===== config.mk =====
export PLATFORM = sky130hd
export DESIGN_NAME = rv32x_ram
export DESIGN_NICKNAME = d
export VERILOG_FILES = /design/src/rv32x_ram.sv
export SDC_FILE = /design/constraint.sdc
export NUM_CORES = 2
export LEC_CHECK = 0
export BUFFER_PORTS_ARGS = -buffer_cell sky130_fd_sc_hd__clkbuf_2
export CAP_MARGIN = 20
export CORE_ASPECT_RATIO = 0.9
export CORE_MARGIN = 2
export CORE_UTILIZATION = 35
export CTS_BUF_LIST = sky130_fd_sc_hd__clkbuf_8
export DETAILED_ROUTE_END_ITERATION = 8
export GPL_TIMING_DRIVEN = 0
export SETUP_SLACK_MARGIN = 0.02
export SLEW_MARGIN = 20
export SYNTH_ARGS = -nofsm -noshare
export SYNTH_HDL_FRONTEND = slang
export SYNTH_SLANG_ARGS = --single-unit

===== constraint.sdc =====
create_clock -name aclk -period 5.69 [get_ports aclk]
set_input_delay 0.2845 -clock aclk [delete_from_list [all_inputs] [get_ports aclk]]
set_output_delay 0.2845 -clock aclk [all_outputs]
set_load 0.005 [all_outputs]

===== src/rv32x_ram.sv =====
`timescale 1ns / 1ps
// rv32x_ram: generic simple dual-port ram, one write and one read port,
// registered read data held while no read is issued. no dependencies.
module rv32x_ram #(
    parameter int WIDTH = 8,
    parameter int DEPTH = 256
) (
    input  logic                     aclk,
    input  logic                     we,
    input  logic [$clog2(DEPTH)-1:0] waddr,
    input  logic [WIDTH-1:0]         wdata,
    input  logic                     re,
    input  logic [$clog2(DEPTH)-1:0] raddr,
    output logic [WIDTH-1:0]         rdata
);

    logic [WIDTH-1:0] mem [DEPTH];
    logic [WIDTH-1:0] rdata_reg;

    always_ff @(posedge aclk) begin
        if (we) begin
            mem[waddr] <= wdata;
        end
        if (re) begin
            rdata_reg <= mem[raddr];
        end
    end

    assign rdata = rdata_reg;

endmodule


==> results.py <==
metrics = {
    "logic_synthesis": {
        "yosysSeqAreaShare_pct": 77.5,
        "synthMuxAreaShare_pct": 14.6,
        "synth_top_family_by_area": "multiplexers",
        "synth_compound_area_share_pct": 3.42,
        "synth_fp_nets": 3760,
        "synth-simple-area-share_pct": 2.63,
        "ys_seq_elements": 2056,
        "synth_area_um2": 79600,
        "syn_inst": 3733,
        "synth_area_leaders": "edfxtp_1, mux4_2, mux2i_1, nor2_1, a22oi_1",
        "synth_xor_area_share_pct": 0,
        "yosysTopAreaCell": "edfxtp_1",
        "yosysTopAreaCellShare_pct": 77.5,
        "synth-adder-area-share_pct": 0,
        "synth_cell_types": 54,
        "synth-main-ff-cell": "edfxtp_1",
        "synth_edf_count": 2056,
        "syn_avg_cell_area_um2": 21.3,
        "ys_warn_count": 0,
        "synthArstFlopShare_pct": 0,
    },
    "critical_path": {
        "crit_path_end_kind": "register",
        "start_kind": "primary input",
        "crit_cells": 9,
        "critical_path_class": "in -> reg",
        "cp_cell_sequence": "clkbuf_2, buf_2, and2_1, buf_1, clkbuf_1, a22oi_1, a21oi_1, nor4_1, nor4_2",
        "crit_slowest_cell": "clkbuf_1",
        "cp_slowest_stage_delay_ns": 1.00,
        "cp.arrival_ns": 4.60,
        "r2r-start": "mem[68][0]",
        "critPathMaxFanout": 10,
        "path_buf_inv": 4,
        "crit_family": "buffers and inverters",
        "r2r_cells": 5,
        "cp.required_ns": 6.37,
        "r2r_slack_ns": 2.28,
        "regToRegEndpoint": "rdata[0]",
    },
    "min_path": {
        "min_path_type": "in -> reg",
        "min_path_cells": 2,
        "hold_start": "re",
        "hold_end": "rdata[5]",
    },
    "flow_run": {
        "cap_violations": 0,
    },
    "drt": {
        "ant_nets": 0,
        "drtIter0Drc": 7134,
        "viasPerCell": 5.76,
        "vias": 42600,
        "post_drt_wl_per_cell_um": 33.3,
        "wl_um": 246000,
        "drtPass1Iterations": 6,
        "post-route-drc-count": 0,
    },
    "place": {
        "portBuffers": 27,
        "place_inst": 6824,
        "postPlaceCellArea_um2": 84700,
        "place.gp.congestion": 0.931,
        "dp_hpwl_um": 166000,
    },
    "pwr": {
        "peakVddDrop_mv": 0.269,
        "power.density_nw_per_um2": 331,
        "p_leak_nw": 28.0,
    },
    "global_route": {
        "grt_max_degree": 121,
        "antenna_found_initial": 23,
        "grt-ovfl-total": 0,
        "grt_pass1_wl_um": 335000,
        "grt_pass1_vias": 41200,
        "grt_usage_pct": 20.9,
    },
    "floorplanning": {
        "coreArea_um2": 227000,
        "dieArea_um2": 231000,
        "start_util_pct": 35.1,
        "ios": 35,
        "die_h_um": 457,
        "die_w_um": 507,
        "rows": 166,
    },
    "sta": {
        "finalSetupTns_ns": 0,
        "setup_viol": 0,
        "worst_slew_pin_slew_ns": 1.38,
        "rsz0062_at_grt": "false",
        "fin_crit_sh_pct": 68.9,
        "fin_skew_ns": 0.0576,
        "holdWs_ns": 0.182,
        "hold_viol_final": 0,
        "fmax_mhz": 255,
        "slew_headroom_pct": 8.26,
        "slew_violations": 0,
        "min_period_ns": 3.92,
    },
    "status": {
        "status": "finished clean",
    },
    "clock_tree": {
        "clkLatencyLatePin_ns": 1.06,
        "cts_tree": "built",
        "postCtsResizedCells": 0,
        "cts_made_buffers": 331,
        "htreeDepth": 5,
        "cts_sinks": 2056,
        "path_clk_slew_ns": 0.06,
        "root_buffer": "clkbuf_8",
        "clock_path_buffers": 4,
        "post-cts-setup-buffers": 0,
    },
    "finish": {
        "area_delta_synth_final_pct": 13.5,
        "largest_register_ffs": 2048,
        "final_area_um2": 90400,
        "final_nets": 4172,
        "fill_cells": 20200,
        "drive_above_1_share_pct": 24.5,
        "fin_cells": 7385,
    },
}
[through the flow]
stage               worst slack (ns)  power, mW  util, %
floorplan                       3.33       17.8        -
global placement              -0.162       18.8     36.8
detailed placement             0.772       18.8     37.4
CTS                             1.89       29.9     39.8
global route                    1.94       30.6     39.8
finish                          1.77       29.9     39.8
[metal layers]
| layer | share of wire (%) | GRT usage [%] |
|---|---|---|
| met1 | 40 | 29.6 |
| met2 | 44 | 30.2 |
| met4 | 4.0 | 8.08 |
| met5 | 0.0085 | 0 |
| met3 | 12 | 6.37 |
[synthesized netlist by cell type (all sizes together), types with 4 or more instances]
| cell | instances |
|---|---|
| nor2b | 31 |
| or2 | 4 |
| o221ai | 47 |
| nor3 | 22 |
| buf | 122 |
| clkbuf | 111 |
| nand2b | 8 |
| nand3 | 34 |
| nor4 | 27 |
| and2 | 6 |
| nor2 | 282 |
| edfxtp | 2056 |
| o22a | 5 |
| a2111oi | 5 |
| mux2i | 134 |
| mux4 | 456 |
| a22o | 8 |
| o32ai | 5 |
| o21ai | 12 |
| o22ai | 28 |
| a211oi | 16 |
| a22oi | 133 |
| nand4 | 10 |
| a221oi | 14 |
| nand2 | 33 |
| o211ai | 10 |
| a21oi | 96 |
[worst max path at each step]
stage | from | endpoint | slack [ns]
2_1_floorplan | raddr[0] | rdata[2] | 3.33
3_3_place_gp | raddr[4] | rdata[7] | -0.16
4_1_cts | raddr[1] | rdata[5] | 1.89
6_report | raddr[2] | rdata[6] | 1.77
3_5_place_dp | raddr[1] | rdata[5] | 0.77
5_1_grt | raddr[1] | rdata[4] | 1.94
[final cells by class]
cell class	instances	area, um2	area share [%]
Tap cell	3024	3780	4.19
Clock inverter	201	891	0.986
Inverter	2	7.51	0.00831
Buffer	233	1500	1.66
Timing Repair Buffer	79	1270	1.40
Sequential cell	2056	61700	68.3
Multi-Input combinational cell	1442	16500	18.3
Clock buffer	335	4610	5.10
Antenna cell	13	32.5	0.0360
[report_power, final]
group | internal [mW] | total [mW] | switching (mW)
Clock | 5.55 | 11.3 | 5.77
Combinational | 0.568 | 1.84 | 1.27
Sequential | 16.7 | 16.7 | 0.00847
Total | 22.8 | 29.9 | 7.05
[cells in the final DEF, fill, tap and decap left out, types with 10 or more instances in the layout]
cell type,n
edfxtp_1,2056
mux4_2,454
clkbuf_8,343
nor2_1,272
mux2i_1,134
a22oi_1,133
inv_1,108
a21oi_1,96
clkbuf_1,79
clkinv_1,64
clkbuf_2,51
o221ai_1,46
buf_2,42
nand3_1,34
buf_4,33
nand2_1,33
buf_16,32
nor2b_1,31
o22ai_1,28
nor3_1,22
buf_6,21
clkinv_2,20
a211oi_1,16
nor4_1,14
diode_2,13
buf_8,13
buf_1,13
nor4_2,13
a221oi_1,13
nand4_1,10
o211ai_1,10
o21ai_0,10
nor2_2,10
[worst register-to-register path, delay by kind of cell (launching register included)]
| kind | cells | cell delay, ns |
|---|---|---|
| DFF | 1 | 0.37 |
| muxes | 2 | 1.02 |
| and+or+nand+nor | 3 | 1.64 |
[cell families after synthesis]
group	after synthesis
AO/OA/AOI/OAI	385
buffers and inverters	235
flip-flops	2056
multiplexers	591
AND/OR/NAND/NOR	466
[what timing repair did]
item	4_1_cts	5_1_grt
hold endpoints to repair	664	0
hold buffers	9	0
setup endpoints to repair	0	0
Note: power is estimated with default switching activity, not from simulation.
